$ cat config.mk
export PLATFORM = sky130hd
export DESIGN_NAME = base64_stream_decoder_top
export DESIGN_NICKNAME = d
export VERILOG_FILES = /design/src/rtl/b64d_pkg.sv /design/src/rtl/b64d_front.sv /design/src/rtl/b64d_queue.sv /design/src/rtl/b64d_back.sv /design/src/rtl/base64_stream_decoder_top.sv
export SDC_FILE = /design/constraint.sdc
export NUM_CORES = 1
export LEC_CHECK = 0
export CORE_ASPECT_RATIO = 1.25
export CORE_MARGIN = 4
export CORE_UTILIZATION = 50
export CTS_CLUSTER_SIZE = 40
export DETAILED_ROUTE_END_ITERATION = 7
export DONT_BUFFER_PORTS = 1
export SYNTH_ARGS = -nofsm -noshare
export SYNTH_HDL_FRONTEND = slang
export SYNTH_SLANG_ARGS = --single-unit
$ cat constraint.sdc
create_clock -name clk_i -period 3.2 [get_ports clk_i]
set_input_delay 0.8 -clock clk_i [delete_from_list [all_inputs] [get_ports clk_i]]
set_output_delay 0.8 -clock clk_i [all_outputs]
set_load 0.02 [all_outputs]
$ cat src/rtl/b64d_pkg.sv
`timescale 1ns / 1ps

package b64d_pkg;

  localparam int unsigned CharW      = 8;
  localparam int unsigned SymW       = 6;
  localparam int unsigned GroupW     = 24;
  localparam int unsigned HeldW      = 18;
  localparam int unsigned BytesPerGr = 3;
  localparam int unsigned QueueDepth = 4;

  localparam logic [CharW-1:0] CharPad  = 8'h3D;  // '='
  localparam logic [CharW-1:0] CharPass = 8'h23;  // '#'

  // one queued request: up to three bytes, high byte first, keep[2] for the high byte
  typedef struct packed {
    logic [GroupW-1:0]     data;
    logic [BytesPerGr-1:0] keep;
  } entry_t;

  typedef struct packed {
    logic            is_sym;
    logic [SymW-1:0] val;
  } sym_t;

  function automatic sym_t sym_decode(input logic [CharW-1:0] c);
    sym_t             s;
    logic [CharW-1:0] t;
    s = '0;
    t = '0;
    if (c >= 8'h41 && c <= 8'h5A) begin
      t = c - 8'd65;
      s.is_sym = 1'b1;
    end else if (c >= 8'h61 && c <= 8'h7A) begin
      t = c - 8'd71;
      s.is_sym = 1'b1;
    end else if (c >= 8'h30 && c <= 8'h39) begin
      t = c + 8'd4;
      s.is_sym = 1'b1;
    end else if (c == 8'h2B) begin
      t = 8'd62;
      s.is_sym = 1'b1;
    end else if (c == 8'h2F) begin
      t = 8'd63;
      s.is_sym = 1'b1;
    end else if (c == CharPad) begin
      t = 8'd0;
      s.is_sym = 1'b1;
    end
    s.val = t[SymW-1:0];
    return s;
  endfunction

endpackage

$ cat src/rtl/b64d_front.sv
`timescale 1ns / 1ps

module b64d_front (
  input  logic                              clk_i,
  input  logic                              rst_ni,
  input  logic                              accept_i,
  input  logic [b64d_pkg::CharW-1:0]        char_i,
  output logic                              push_o,
  output b64d_pkg::entry_t                  entry_o
);

  logic [b64d_pkg::HeldW-1:0]  group_q, group_d;
  logic [1:0]                  count_q, count_d;
  b64d_pkg::sym_t              sym;
  logic [b64d_pkg::GroupW-1:0] word;
  logic                        is_pass;

  assign sym     = b64d_pkg::sym_decode(char_i);
  assign is_pass = (char_i == b64d_pkg::CharPass);
  assign word    = {group_q, sym.val};

  always_comb begin
    group_d = group_q;
    count_d = count_q;
    push_o  = 1'b0;
    entry_o = '0;
    if (accept_i) begin
      if (is_pass) begin
        push_o       = 1'b1;
        entry_o.data = {b64d_pkg::CharPass, 16'h0000};
        entry_o.keep = 3'b100;
      end else if (sym.is_sym) begin
        if (count_q != 2'd3) begin
          group_d = {group_q[b64d_pkg::HeldW-b64d_pkg::SymW-1:0], sym.val};
          count_d = count_q + 2'd1;
        end else begin
          entry_o.data = word;
          entry_o.keep = {word[23:16] != 8'h00, word[15:8] != 8'h00, word[7:0] != 8'h00};
          push_o       = |entry_o.keep;  // all-zero group gives nothing
          group_d      = '0;
          count_d      = 2'd0;
        end
      end
    end
  end

  always_ff @(posedge clk_i or negedge rst_ni) begin
    if (!rst_ni) begin
      group_q <= '0;
      count_q <= 2'd0;
    end else begin
      group_q <= group_d;
      count_q <= count_d;
    end
  end

endmodule

$ cat src/rtl/b64d_queue.sv
`timescale 1ns / 1ps

module b64d_queue #(
  parameter int unsigned Depth = b64d_pkg::QueueDepth
) (
  input  logic             clk_i,
  input  logic             rst_ni,
  input  logic             push_i,
  input  b64d_pkg::entry_t entry_i,
  output logic             full_o,
  output logic             empty_o,
  input  logic             pop_i,
  output b64d_pkg::entry_t head_o
);

  localparam int unsigned PtrW = (Depth > 1) ? $clog2(Depth) : 1;
  localparam int unsigned CntW = $clog2(Depth + 1);
  localparam logic [PtrW-1:0] LastPtr = PtrW'(Depth - 1);
  localparam logic [CntW-1:0] FullCnt = CntW'(Depth);

  b64d_pkg::entry_t mem_q [Depth];
  logic [PtrW-1:0]  wr_q, rd_q;
  logic [CntW-1:0]  cnt_q;

  assign full_o  = (cnt_q == FullCnt);
  assign empty_o = (cnt_q == '0);
  assign head_o  = mem_q[rd_q];

  always_ff @(posedge clk_i) begin
    if (push_i) begin
      mem_q[wr_q] <= entry_i;
    end
  end

  always_ff @(posedge clk_i or negedge rst_ni) begin
    if (!rst_ni) begin
      wr_q  <= '0;
      rd_q  <= '0;
      cnt_q <= '0;
    end else begin
      if (push_i) begin
        wr_q <= (wr_q == LastPtr) ? '0 : wr_q + PtrW'(1);
      end
      if (pop_i) begin
        rd_q <= (rd_q == LastPtr) ? '0 : rd_q + PtrW'(1);
      end
      if (push_i && !pop_i) begin
        cnt_q <= cnt_q + CntW'(1);
      end else if (pop_i && !push_i) begin
        cnt_q <= cnt_q - CntW'(1);
      end
    end
  end

  a_no_overflow: assert property (@(posedge clk_i) disable iff (!rst_ni) !(push_i && full_o))
    else $error("queue push while full");
  a_no_underflow: assert property (@(posedge clk_i) disable iff (!rst_ni) !(pop_i && empty_o))
    else $error("queue pop while empty");
  a_cnt_range: assert property (@(posedge clk_i) disable iff (!rst_ni) cnt_q <= FullCnt)
    else $error("queue count out of range");
  a_no_empty_entry: assert property (@(posedge clk_i) disable iff (!rst_ni)
    push_i |-> (entry_i.keep != '0))
    else $error("empty request queued");

endmodule

$ cat src/rtl/b64d_back.sv
`timescale 1ns / 1ps

module b64d_back (
  input  logic             clk_i,
  input  logic             rst_ni,
  input  logic             empty_i,
  input  b64d_pkg::entry_t head_i,
  output logic             pop_o,
  output logic             valid_o,
  input  logic             ready_i,
  output logic [7:0]       byte_o,
  output logic             last_o
);

  logic [b64d_pkg::GroupW-1:0]     data_q;
  logic [b64d_pkg::BytesPerGr-1:0] rem_q, rem_d, rem_next;
  logic                            fire;

  always_comb begin
    rem_next = 3'b000;
    byte_o   = data_q[7:0];
    if (rem_q[2]) begin
      byte_o   = data_q[23:16];
      rem_next = {1'b0, rem_q[1:0]};
    end else if (rem_q[1]) begin
      byte_o   = data_q[15:8];
      rem_next = {2'b00, rem_q[0]};
    end
  end

  assign valid_o = |rem_q;
  assign last_o  = (rem_next == 3'b000);
  assign fire    = valid_o && ready_i;
  assign pop_o   = !empty_i && (!valid_o || (fire && last_o));
  assign rem_d   = pop_o ? head_i.keep : (fire ? rem_next : rem_q);

  always_ff @(posedge clk_i) begin
    if (pop_o) begin
      data_q <= head_i.data;
    end
  end

  always_ff @(posedge clk_i or negedge rst_ni) begin
    if (!rst_ni) begin
      rem_q <= '0;
    end else begin
      rem_q <= rem_d;
    end
  end

  a_pop_loads: assert property (@(posedge clk_i) disable iff (!rst_ni) pop_o |=> valid_o)
    else $error("loaded request shows no byte");
  a_pop_only_when_free: assert property (@(posedge clk_i) disable iff (!rst_ni)
    pop_o |-> (!valid_o || (ready_i && last_o)))
    else $error("request loaded over pending bytes");

endmodule

$ cat src/rtl/base64_stream_decoder_top.sv
`timescale 1ns / 1ps
// Base64 stream decoder.
// Input stream: one ASCII character per request on s_axis (tdata[7:0]).
// Output stream: one byte per request on m_axis (tdata[7:0]), tlast on the
// final byte caused by one input character.
// '#' is passed through as a single byte with tlast. Alphabet characters and
// '=' are gathered four at a time; the completed group gives its non-zero
// bytes, high first. Any other character is dropped.
// Throughput: one character per cycle in while the queue is not full, one
// byte per cycle out while bytes are waiting and m_axis_tready_i is high.
// The queue is written at the edge that accepts a '#' or a group's fourth
// character; the output stage loads from the queue once it is free.
// A small queue of Depth requests sits between the character front end and
// the byte serialiser; when m_axis stalls, s_axis keeps accepting until the
// queue is full, then s_axis_tready_o drops.
// Reset clears the partial group, the queue and the output stage; no
// clearing pass is needed.
module base64_stream_decoder_top #(
  parameter int unsigned Depth = b64d_pkg::QueueDepth
) (
  input  logic       clk_i,
  input  logic       rst_ni,
  input  logic       s_axis_tvalid_i,
  output logic       s_axis_tready_o,
  input  logic [7:0] s_axis_tdata_i,   // [7:0] char_in
  output logic       m_axis_tvalid_o,
  input  logic       m_axis_tready_i,
  output logic [7:0] m_axis_tdata_o,   // [7:0] byte_out
  output logic       m_axis_tlast_o    // last_of_run
);

  logic             full, empty, push, pop;
  b64d_pkg::entry_t entry, head;

  assign s_axis_tready_o = !full;

  b64d_front u_front (
    .clk_i    (clk_i),
    .rst_ni   (rst_ni),
    .accept_i (s_axis_tvalid_i && s_axis_tready_o),
    .char_i   (s_axis_tdata_i),
    .push_o   (push),
    .entry_o  (entry)
  );

  b64d_queue #(
    .Depth (Depth)
  ) u_queue (
    .clk_i   (clk_i),
    .rst_ni  (rst_ni),
    .push_i  (push),
    .entry_i (entry),
    .full_o  (full),
    .empty_o (empty),
    .pop_i   (pop),
    .head_o  (head)
  );

  b64d_back u_back (
    .clk_i   (clk_i),
    .rst_ni  (rst_ni),
    .empty_i (empty),
    .head_i  (head),
    .pop_o   (pop),
    .valid_o (m_axis_tvalid_o),
    .ready_i (m_axis_tready_i),
    .byte_o  (m_axis_tdata_o),
    .last_o  (m_axis_tlast_o)
  );

endmodule

Word-level counts from Yosys, hierarchy flattened
Memories as Yosys holds them, arrays and structs flattened.
Index checks and enable logic that the tools add are counted.
{"block": "op_classes", "add_sub_neg": 8, "multipliers": 0, "div": 0, "magnitude_cmp": 6, "eq_ne": 8, "shifts": 0, "muxes": 33, "bitwise": 1, "n_reduce_logical": 25}
{"op": "2-to-1 mux 27 bit", "n": 4}
{"op": "== test 8 x 6 -> 1 bit (second input constant)", "n": 4}
{"op": "2-to-1 mux 6 bit", "n": 5}
{"op": "nonzero test 8 bit", "n": 3}
{"op": "2-to-1 mux 18 bit", "n": 1}
{"op": ">= comparator 8 x 7 -> 1 bit (second input constant)", "n": 2}
{"op": "<= comparator 8 x 7 -> 1 bit (second input constant)", "n": 2}
{"op": "2-to-1 mux 8 bit", "n": 2}
{"op": "2-to-1 mux 3 bit", "n": 5}
{"op": "2-to-1 mux 1 bit", "n": 13}
{"op": "logical AND 1 bit", "n": 9}
{"op": ">= comparator 8 x 6 -> 1 bit (second input constant)", "n": 1}
{"op": "<= comparator 8 x 6 -> 1 bit (second input constant)", "n": 1}
{"op": "adder 2 x 1 -> 2 bit (second input constant)", "n": 3}
{"op": "adder 6 x 3 -> 6 bit (second input constant)", "n": 1}
{"op": "zero test 3 bit", "n": 2}
{"op": "2-to-1 mux 2 bit", "n": 3}
{"op": "OR reduction 3 bit", "n": 2}
{"op": "subtractor 6 x 1 -> 6 bit (second input constant)", "n": 1}
{"op": "subtractor 6 x 3 -> 6 bit (second input constant)", "n": 1}
{"op": "zero test 1 bit", "n": 5}
{"op": "== test 2 bit (second input constant)", "n": 2}
{"op": "nonzero test 2 bit", "n": 2}
{"op": "adder 3 x 1 -> 3 bit (second input constant)", "n": 1}
{"op": "other kinds (6)", "n": 6}
{"block": "totals", "regBits": 54, "latch_bits": 0, "mem_bits_rw": 108, "mem_bits_ro": 0, "input_bits": 12, "output_inout_bits": 11, "n_memories": 1}
{"name": "u_queue.mem_q", "words": 4, "word_bits": 27, "read_ports": 1, "rd_ports_with_merged_regs": 0, "write_ports": 1, "line_no": "b64d_queue.sv:21", "text": "b64d_pkg::entry_t mem_q [Depth];"}

Longest topological paths before layout
Gate-level depths: netlist (run 1).
{"block": "depth", "ltp_word": 16, "ltp_mapped": 14}

Cells and area by module
From an unflattened synthesis (run 1), not the netlist that was laid out.
{"block": "unflattened", "hier_cells": 485, "area_unflattened_um2": 7252.0}
{"mod": "b64d_queue", "n_inst": 1, "cells_each": 178, "area_each_um2": 4321.6, "seq_area_each_um2": 3418.3}
{"mod": "b64d_front", "n_inst": 1, "cells_each": 225, "area_each_um2": 1804.2, "seq_area_each_um2": 500.5}
{"mod": "b64d_back", "n_inst": 1, "cells_each": 80, "area_each_um2": 1116.1, "seq_area_each_um2": 795.8}
{"mod": "base64_stream_decoder_top", "n_inst": 1, "cells_each": 2, "area_each_um2": 10.0, "seq_area_each_um2": 0.0}

Least setup slack after synthesis (run 1)
No wires, ideal clock.
{"block": "synth_timing", "path_type": "in2reg", "startpoint": "input port s_axis_tdata_i[2]", "endpoint": "register u_queue.cnt_q[2]", "t_arrival_ns": 3.531, "setup_slack_ns": -0.410, "stages": 14, "path_buffers": 0, "path_cell_list": "inv_1 > ha_1 > a21oi_1 > a311oi_2 > nor3_2 > a221oi_2 > and4_1 > a221oi_4 > ha_1 > inv_1 > fa_1 > xor2_1 > nor2_1 > xor2_1"}
{"block": "synth_between", "elab_chain_len": 15}
{"element": "start, declared", "line_no": "base64_stream_decoder_top.sv:25", "text": "input logic [7:0] s_axis_tdata_i,"}
{"element": "parallel branches: the longest is 10 deep, another holds >= comparator 8 x 6 -> 1 bit"}
{"element": "2-to-1 mux 1 bit *", "line_no": "b64d_front.sv:28", "text": "if (is_pass) begin"}
{"element": "2-to-1 mux 1 bit *", "line_no": "b64d_front.sv:27", "text": "if (accept_i) begin"}
{"element": "net push", "line_no": "base64_stream_decoder_top.sv:32", "text": "logic full, empty, push, pop;"}
{"element": "zero test 1 bit", "line_no": "b64d_queue.sv:49", "text": "end else if (pop_i && !push_i) begin"}
{"element": "logical AND 1 bit", "line_no": "b64d_queue.sv:49"}
{"element": "nonzero test 2 bit (no source line)"}
{"element": "end signal, assigned", "line_no": "b64d_queue.sv:48", "text": "cnt_q <= cnt_q + CntW'(1);"}
{"element": "end signal, assigned", "line_no": "b64d_queue.sv:50", "text": "cnt_q <= cnt_q - CntW'(1);"}
{"element": "end, declared", "line_no": "b64d_queue.sv:23", "text": "logic [CntW-1:0] cnt_q;"}
Mark *: on every way through the listed nets, which the timed path passes.
A chain may end at the register's enable or synchronous reset.

Worst setup path in the final report (run 1)
Same ends and word-level chain as after synthesis.

==> summary.txt, run 1 <==
Antenna violations before repair = 0
HP Class = in -> async
MaxCap Viol Count = 0
Combinational Power Share = 25.5%
Final ANT Viol Nets = 0
Area Overhead vs Synth = 15.82%
Number of library cell types mapped by synthesis = 51
RSZ-0062 raised after global routing = no
Most numerous cell on the critical path = xor2_1
Synth area leader = edfxtp_1
Wirelength per Cell = 19.55 microns
DP HPWL = 8923 microns
Cell at the slowest stage of the critical path = fa_2
Final hold vios = 0
Commonest cells after routing, fill and taps aside = edfxtp_1 (132), nand2_1 (54), buf_4 (33)
CP peak stage delay = 0.33 ns
Prevailing post-synth register cell = edfxtp_1
Metal3 WL = 445 microns
# IOs = 23
Number of diodes = 0
Fmax = 338.5 MHz
Period Utilization, post-route = 92.33%
Outcome = finished clean
Main area contributors after synthesis = edfxtp_1 (57%), dfrtp_1 (11%), mux4_2 (8.8%)
Final Critical Period = 2.954 ns
Mapped cell area = 6938 sq um
YS warnings = 0
Clock sink count = 162
Hold_buf cts = 0
Switch share = 30.42%
WHS = 0.07132 ns
Seq pwr share = 45.0%
Largest net degree at the start of global routing = 40
Via count = 3771
Leak = 0.002940 uW
Post-CTS Setup Repair Bufs = 0
Most common cell after layout, fill and taps aside = edfxtp_1
Clock power share = 29.5%
Total track usage = 17.53%
Skew final = 0.01249 ns
Pre-Repair DR Iteration Count = 4
GPL Wtd Cong = 0.8308
Setup TNS = 0 ns
Synthesized instance count = 447
CP Capture Type = flip-flop
WS Path Type = in -> reg
Post-DR vias/cell = 5.637
Site Rows = 47
PwrDens = 795.1 nW/um^2
DRT Wirelength = 13080 microns
Net switching power = 1943 uW
Critical path startpoint category = primary input
FF+latch count, synth = 162
Worst-Skew Late Latency = 0.42 ns
Nets = 515
H-tree levels = 4
Core Box Area = 13410 sq um
Die width = 113.4 microns
Clock buffer depth = 2
Initial Util = 51.75%
Met2 wire len = 6746 microns
Die Span Y = 139.7 microns
Initial drt markers = 197
Worst-Margin Slew = 0.6788 ns
Residual DRC = 0
Maximum vdd drop = 0.4074 mV
TritonCTS clock tree = built
Max-slew violation count = 0
Syn_nets = 476
Seq/Total Area, Yosys = 67.95%
Share of the synthesized area in the top cell type = 57.13%
Post-cts sizing count = 0
TritonCTS buffer count = 17
Critical Path AT = 3.30 ns
Share of synthesized registers carrying an async set or reset = 18.52%
Clock Pin Slew Worst Setup and Hold Paths = 0.07 ns
Routed length on met1 = 5615 microns
Top layer in use = met4
Die Area = 15840 sq um
Crit-path leading delay family = adder cells
Vias in the first global route = 3881
CP required = 3.55 ns
Share of layout cells above drive strength 1 = 25.90%
Internal power = 4446 uW
Syn Area/Cell = 15.52 sq um
Critical path cell sequence = clkinvlp_4, ha_4, nor2b_2, o21ai_1, and2_4, a2111oi_0, and4_4, a221oi_4, ha_2, inv_2, fa_2, xor2_1, nor2_1, xor2_1
CTS root buf = clkbuf_16
Count of flip-flops with a built-in enable after synthesis = 132
Critical path peak fanout = 8
Max_slew headroom = 54.27%
FILL cells = 1033
First-pass GRT wire length = 21100 microns
Gr ovfl total = 0
Buf/Inv on CP = 2
# port buffers = 0
Endpoints failing setup = 0
sequential cells by signal, indices dropped and copies added, names as in the netlist:
| signal | flops |
|---|---|
| u_queue.cnt_q | 3 |
| u_front.group_q | 18 |
| u_back.data_q | 24 |
| u_queue.rd_q | 2 |
| u_back.rem_q | 3 |
| u_queue.mem_q | 108 |
| u_front.count_q | 2 |
| u_queue.wr_q | 2 |
cell usage after synthesis, types with 4 or more instances:
master and n:
edfxtp_1 132, nand3_1 4, mux4_2 27, buf_2 5
clkbuf_1 9, o21ai_0 26, nor4_1 5, ha_1 16
nand2_1 54, o31ai_1 6, mux2i_1 9, a221oi_1 4
and2_1 22, xnor2_1 6, dfrtp_1 30, inv_1 12
nor2_1 14, a21oi_1 10, nand2b_1 6
cells by family (layout without fill, tap and decap cells):
group	count (synthesis)	count (layout)	share of synthesized area, %
DFF	162	162	67.95
buffers and inverters	29	80	1.659
muxes	40	40	10.82
xor gates and xnor gates	8	8	1.010
adders and majority gates	18	18	3.318
and+or+nand+nor	124	124	8.855
AOI/OAI and AO/OA	66	66	6.384
stage by stage:
| step | util (%) | cells | instance area, sq um | setup WS, ns | power [uW] |
|---|---|---|---|---|---|
| after floorplan | - | 447 | 7005 | -0.1802 | 4122 |
| after global placement | 55.78 | 638 | 7478 | -0.1086 | 4537 |
| after detailed placement | 55.78 | 638 | 7478 | -0.1870 | 4588 |
| after CTS | 59.93 | 669 | 8035 | 0.2546 | 6481 |
| after global routing | 59.93 | 669 | 8035 | 0.1272 | 6744 |
| final | 59.93 | 669 | 8035 | 0.2456 | 6389 |
area by class of cell:
type / count / area, sq um / area share [%]
repair buffers: 37 / 327.8 / 4.080
well taps: 171 / 214.0 / 2.663
multi-input cells: 256 / 2172 / 27.03
clock buffers: 17 / 425.4 / 5.294
clock inverters: 14 / 131.4 / 1.635
inverters: 12 / 48.80 / 0.6073
flip-flops and latches: 162 / 4716 / 58.69
metal layers:
metal  GRT usage, %  up-vias
met5              0        -
met4          6.203        0
met3          4.125       18
met2          29.46       75
met1          22.31     1897
li1               -     1781
power by group through the flow:
stage          clock (uW)  combinational (uW)  sequential, uW
3_3_place_gp            0                1630            2910
6_report             1890                1630            2870
3_5_place_dp            0                1670            2920
4_1_cts              1930                1670            2880
2_1_floorplan           0                1280            2840
5_1_grt              2030                1810            2910
final timing paths:
| check | startpoint | cells after the start | slack (ns) | to |
|---|---|---|---|---|
| min in group clk_i | u_queue.cnt_q[2] | 1 | 0.48 | u_queue.cnt_q[2] |
| worst min-delay path | rst_ni | 0 | 0.07 | u_queue.wr_q[1] |
| worst min register to register | u_queue.cnt_q[2] | 1 | 0.48 | u_queue.cnt_q[2] |
| worst max-delay path | s_axis_tdata_i[2] | 14 | 0.25 | u_queue.cnt_q[2] |
| max in group asynchronous | rst_ni | 0 | 3.03 | u_queue.rd_q[0] |
| worst max register to register | u_front.group_q[9] | 9 | 0.79 | u_queue.cnt_q[1] |
Power figures use the tool's default switching activity.
==> run 2: changes to the inputs <==
==> constraint.sdc (replaced) <==
create_clock -name clk_i -period 3.4 [get_ports clk_i]
set_input_delay 0.85 -clock clk_i [delete_from_list [all_inputs] [get_ports clk_i]]
set_output_delay 0.85 -clock clk_i [all_outputs]
set_load 0.02 [all_outputs]
==> run 2 against run 1 <==
Net effect: critical path depth did not move; largest power group unchanged; via count fell by 0.53%; cell count fell by 1.5%; routed wire length rose by 1.1%; sequential cell count did not move; global-route usage rose by 0.53 points; total power fell by 6.3%; highest routed layer unchanged; critical path type unchanged; count of clock-buffer cells in the layout rose by 1; sequential share of layout area rose by 0.63 points.
==> summary.txt, run 2 (synthesized netlist as in run 1, its figures left out) <==
Outcome = finished clean
Number of diodes = 0
DRT Wirelength = 13230 microns
TritonCTS clock tree = built
# port buffers = 0
Reg-to-reg critical path startpoint = u_back.rem_q[1]
Core Box Area = 13410 sq um
Post-DR vias/cell = 5.692
Maximum vdd drop = 0.4106 mV
Largest reg by FF count = u_queue.mem_q
Initial Util = 51.75%
Residual DRC = 0
Area Overhead vs Synth = 14.59%
Final Critical Period = 3.126 ns
Wirelength per Cell = 20.07 microns
Die Area = 15840 sq um
FILL cells = 1037
Site Rows = 47
MaxCap Viol Count = 0
Critical path startpoint category = primary input
Final hold vios = 0
Critical Path AT = 3.46 ns
CP required = 3.74 ns
Skew final = 0.009637 ns
Worst-Margin Slew = 0.6696 ns
Final ANT Viol Nets = 0
Setup ws final = 0.2745 ns
Metal3 WL = 485 microns
Setup crit start = s_axis_tdata_i[2]
Via count = 3751
Gr ovfl total = 0
TritonCTS buffer count = 17
Fmax = 319.9 MHz
Max reg flops = 108
CP Capture Type = flip-flop
Clock Pin Slew Worst Setup and Hold Paths = 0.06 ns
Vias in the first global route = 3947
Clock buffer depth = 2
# IOs = 23
First-pass GRT wire length = 21540 microns
Initial drt markers = 192
Post-cts sizing count = 0
Hold_buf cts = 0
Biggest regs = u_queue.mem_q: 108 flops, u_back.data_q: 24 flops, u_front.group_q: 18 flops
Pre-Repair DR Iteration Count = 6
Die Span Y = 139.7 microns
Worst slack at placement = -0.1344 ns
Top layer in use = met4
Routed length on met1 = 5573 microns
Max-slew violation count = 0
DP HPWL = 8778 microns
Critical path peak fanout = 8
PwrDens = 752.7 nW/um^2
Nets = 504
Tot Pwr = 5984 uW
HP Class = in -> async
RSZ-0062 raised after global routing = no
Post-CTS Setup Repair Bufs = 0
Endpoints failing setup = 0
Die width = 113.4 microns
Worst-Skew Late Latency = 0.42 ns
Most common cell after layout, fill and taps aside = edfxtp_1
CTS root buf = clkbuf_16
Antenna violations before repair = 0
Commonest cells after routing, fill and taps aside = edfxtp_1 (132), nand2_1 (54), dfrtp_1 (29)
Share of layout cells above drive strength 1 = 23.98%
Period Utilization, post-route = 91.93%
Max_slew headroom = 54.89%
Leak = 0.002883 uW
GPL Wtd Cong = 0.8088
H-tree levels = 4
Clock sink count = 162
Largest net degree at the start of global routing = 40
WS Path Type = in -> reg
Met2 wire len = 7033 microns
Total track usage = 18.06%
[run 2: cell count changes in the layout (fill, tap and decap cells not counted)]
cell        previous run  this run
clkinvlp_4             4         3
clkbuf_1               0         1
inv_8                  1         0
buf_4                 33        22
clkinv_1               0         1
clkinv_4               3         1
inv_6                  3         6
[run 2: final timing paths]
| kind | to | slack (ns) | cells past startpoint |
|---|---|---|---|
| max | u_queue.cnt_q[2] | 0.27 | 14 |
| min | u_queue.cnt_q[2] | 0.13 | 0 |
| max reg2reg | u_queue.cnt_q[1] | 0.76 | 7 |
| min reg2reg | u_queue.cnt_q[2] | 0.50 | 1 |
| max in group asynchronous | u_front.group_q[6] | 3.18 | 0 |
| min in group clk_i | u_queue.cnt_q[2] | 0.50 | 1 |
[run 2: metal layers]
| layer | up-vias | GRT usage, % |
|---|---|---|
| met4 | 0 | 4.810 |
| met1 | 1915 | 22.26 |
| met2 | 61 | 31.59 |
| met3 | 11 | 4.690 |
| met5 | - | 0 |
| li1 | 1764 | - |
[run 2: area by class of cell]
class	instances	area, sq um	area share [%]
Tap cell	171	214.0	2.691
Clock inverter	14	125.1	1.574
Sequential cell	162	4716	59.32
Clock buffer	18	429.2	5.398
Timing Repair Buffer	26	245.2	3.085
Inverter	12	48.80	0.6138
Multi-Input combinational cell	256	2172	27.32
[run 2: stage by stage]
step,hold WS [ns],setup TNS [ns],cells,util (%),area [sq um]
3_5_place_dp,0.4945,-0.1712,627,55.16,7396
3_3_place_gp,0.4676,-0.01457,627,55.16,7396
6_report,0.1281,0,659,59.29,7950
5_1_grt,0.09514,0,659,59.29,7950
4_1_cts,0.1049,0,659,59.29,7950
2_1_floorplan,0.4518,-0.03016,447,-,7005
[run 2: worst max-delay path: stages]
cell and delay, ns:
clkinvlp_4 0.11, ha_2 0.21, nand2b_1 0.08, a21oi_1 0.07
nor3_4 0.37, a221oi_2 0.14, and4_1 0.25, a221oi_4 0.27
ha_2 0.26, inv_2 0.04, fa_2 0.33, xor2_1 0.17
nor2_1 0.14, xor2_1 0.17
[run 2: where the power goes]
| part | leakage (uW) | switching (uW) | internal [uW] | total (uW) |
|---|---|---|---|---|
| clock | 0.000270 | 754 | 1010 | 1770 |
| sequential | 0.00167 | 243 | 2520 | 2760 |
| combinational | 0.000938 | 827 | 627 | 1450 |
| total | 0.00288 | 1820 | 4160 | 5980 |
==> run 3: changes to the inputs <==
--- a/config.mk
+++ b/config.mk
@@ -11,6 +11,8 @@
 export CTS_CLUSTER_SIZE = 40
 export DETAILED_ROUTE_END_ITERATION = 7
 export DONT_BUFFER_PORTS = 1
+export RECOVER_POWER = 50
+export SKIP_CTS_REPAIR_TIMING = 1
 export SYNTH_ARGS = -nofsm -noshare
 export SYNTH_HDL_FRONTEND = slang
 export SYNTH_SLANG_ARGS = --single-unit
==> run 3 against run 2 <==
Net effect: final area is 0.35% lower; hold slack worse by 0.0028 ns; total power is 0.13% lower; combinational power hardly changed; first-iteration DRC count is 6.3% higher; highest routed layer unchanged; largest cell class unchanged; critical path type unchanged; via count is 0.37% lower.
==> summary.txt, run 3 (synthesized netlist as in run 1, its figures left out) <==
RSZ-0062 raised after global routing = no
Max-slew violation count = 0
Crit path depth = 14
DP HPWL = 8778 microns
HP Class = in -> async
Critical Path AT = 3.48 ns
TritonCTS clock tree = built
Skew final = 0.008880 ns
Total track usage = 18.06%
Reg-to-reg critical path startpoint = u_queue.cnt_q[0]
# port buffers = 0
Nets = 504
Critical path cell sequence = clkinvlp_4, ha_4, a21oi_1, a311oi_2, nor3_4, a221oi_2, and4_1, a221oi_4, ha_2, inv_2, fa_2, xor2_1, nor2_1, xor2_1
Wirelength per Cell = 20.10 microns
Final Critical Period = 3.136 ns
Die width = 113.4 microns
FILL cells = 1041
TritonCTS buffer count = 17
Reg-to-reg endpoint = u_front.count_q[1]
Worst-Margin Slew = 1.430 ns
Worst-Skew Late Latency = 0.42 ns
Clock sink count = 162
Initial Util = 51.75%
DRT Wirelength = 13250 microns
Worst-case reg-to-reg path depth = 6
Share of layout cells above drive strength 1 = 22.54%
Gr ovfl total = 0
Pre-Repair DR Iteration Count = 4
Critical path peak fanout = 8
Largest reg by FF count = u_queue.mem_q
Maximum vdd drop = 0.4114 mV
CP required = 3.74 ns
First-pass GRT wire length = 21540 microns
Die Area = 15840 sq um
Endpoints failing setup = 0
CP Capture Type = flip-flop
Worst setup path end = u_queue.cnt_q[2]
Most common cell after layout, fill and taps aside = edfxtp_1
Crit-path leading delay family = adder cells
PwrDens = 754.3 nW/um^2
Antenna violations before repair = 0
Initial drt markers = 204
Clock Pin Slew Worst Setup and Hold Paths = 0.06 ns
Biggest regs = u_queue.mem_q: 108 flops, u_back.data_q: 24 flops, u_front.group_q: 18 flops
Clock buffer depth = 2
Dpl cells = 627
MaxCap Viol Count = 0
Number of diodes = 0
WS Path Type = in -> reg
Max_slew headroom = 4.678%
# IOs = 23
Commonest cells after routing, fill and taps aside = edfxtp_1 (132), nand2_1 (54), dfrtp_1 (30)
Reg-to-reg setup timing slack = 0.67 ns
Core Box Area = 13410 sq um
Leak = 0.002855 uW
Vias in the first global route = 3947
Period Utilization, post-route = 92.24%
Setup crit start = s_axis_tdata_i[2]
Cell at the slowest stage of the critical path = fa_2
Critical path startpoint category = primary input
Setup TNS = 0 ns
Site Rows = 47
Fmax = 318.9 MHz
Post-DR vias/cell = 5.671
Final hold vios = 0
CP peak stage delay = 0.33 ns
H-tree levels = 4
CTS root buf = clkbuf_16
Non-filler cells, final = 659
Final ANT Viol Nets = 0
Residual DRC = 0
Max reg flops = 108
Area Overhead vs Synth = 14.19%
Most numerous cell on the critical path = xor2_1
Via count = 3737
GPL Wtd Cong = 0.8088
Outcome = finished clean
Buf/Inv on CP = 2
Largest net degree at the start of global routing = 40
Die Span Y = 139.7 microns
[run 3: cell count changes in the layout (fill, tap and decap cells not counted), sizes merged]
cell	delta
buf	-6
clkbuf	+6
[run 3: area by class of cell]
cell class / count / area (sq um) / area share [%]
Clock buffer: 18 / 429.2 / 5.417
Clock inverter: 14 / 125.1 / 1.579
Inverter: 12 / 48.80 / 0.6159
Multi-Input combinational cell: 256 / 2166 / 27.34
Sequential cell: 162 / 4715 / 59.51
Tap cell: 171 / 214.0 / 2.701
Timing Repair Buffer: 26 / 225.2 / 2.843
[run 3: worst min-delay path by stage]
stage	startpoint	end	slack [ns]	cells past startpoint
detailed placement	u_queue.cnt_q[2]	u_queue.cnt_q[2]	0.49	1
CTS	rst_ni	u_queue.wr_q[0]	0.10	0
floorplan	u_queue.cnt_q[2]	u_queue.cnt_q[2]	0.45	1
global placement	u_queue.cnt_q[2]	u_queue.cnt_q[2]	0.47	1
global route	rst_ni	u_queue.wr_q[0]	0.1	0
finish	rst_ni	u_queue.cnt_q[2]	0.13	0
[run 3: per-stage QoR]
step / utilization, % / setup WS, ns / cell area [sq um] / total power, uW / hold WS (ns)
after floorplan: - / -0.03016 / 7005 / 3880 / 0.4518
after global placement: 55.16 / -0.01457 / 7396 / 4236 / 0.4676
after detailed placement: 55.16 / -0.1344 / 7396 / 4296 / 0.4945
after global routing: 59.09 / 0.09271 / 7923 / 6316 / 0.09514
after CTS: 59.29 / 0.2934 / 7950 / 6074 / 0.1049
final: 59.09 / 0.2639 / 7923 / 5976 / 0.1253
[run 3: report_power, final]
part | switching [uW] | internal (uW)
registers | 243 | 2520
logic | 828 | 614
clock network | 757 | 1010
total | 1830 | 4150
[run 3: metal layers]
layer	wire length, microns	global-route usage [%]	vias up
met5	0	0	-
met3	414	4.690	12
met2	7005	31.59	50
met1	5676	22.26	1913
li1	-	-	1762
met4	150	4.810	0
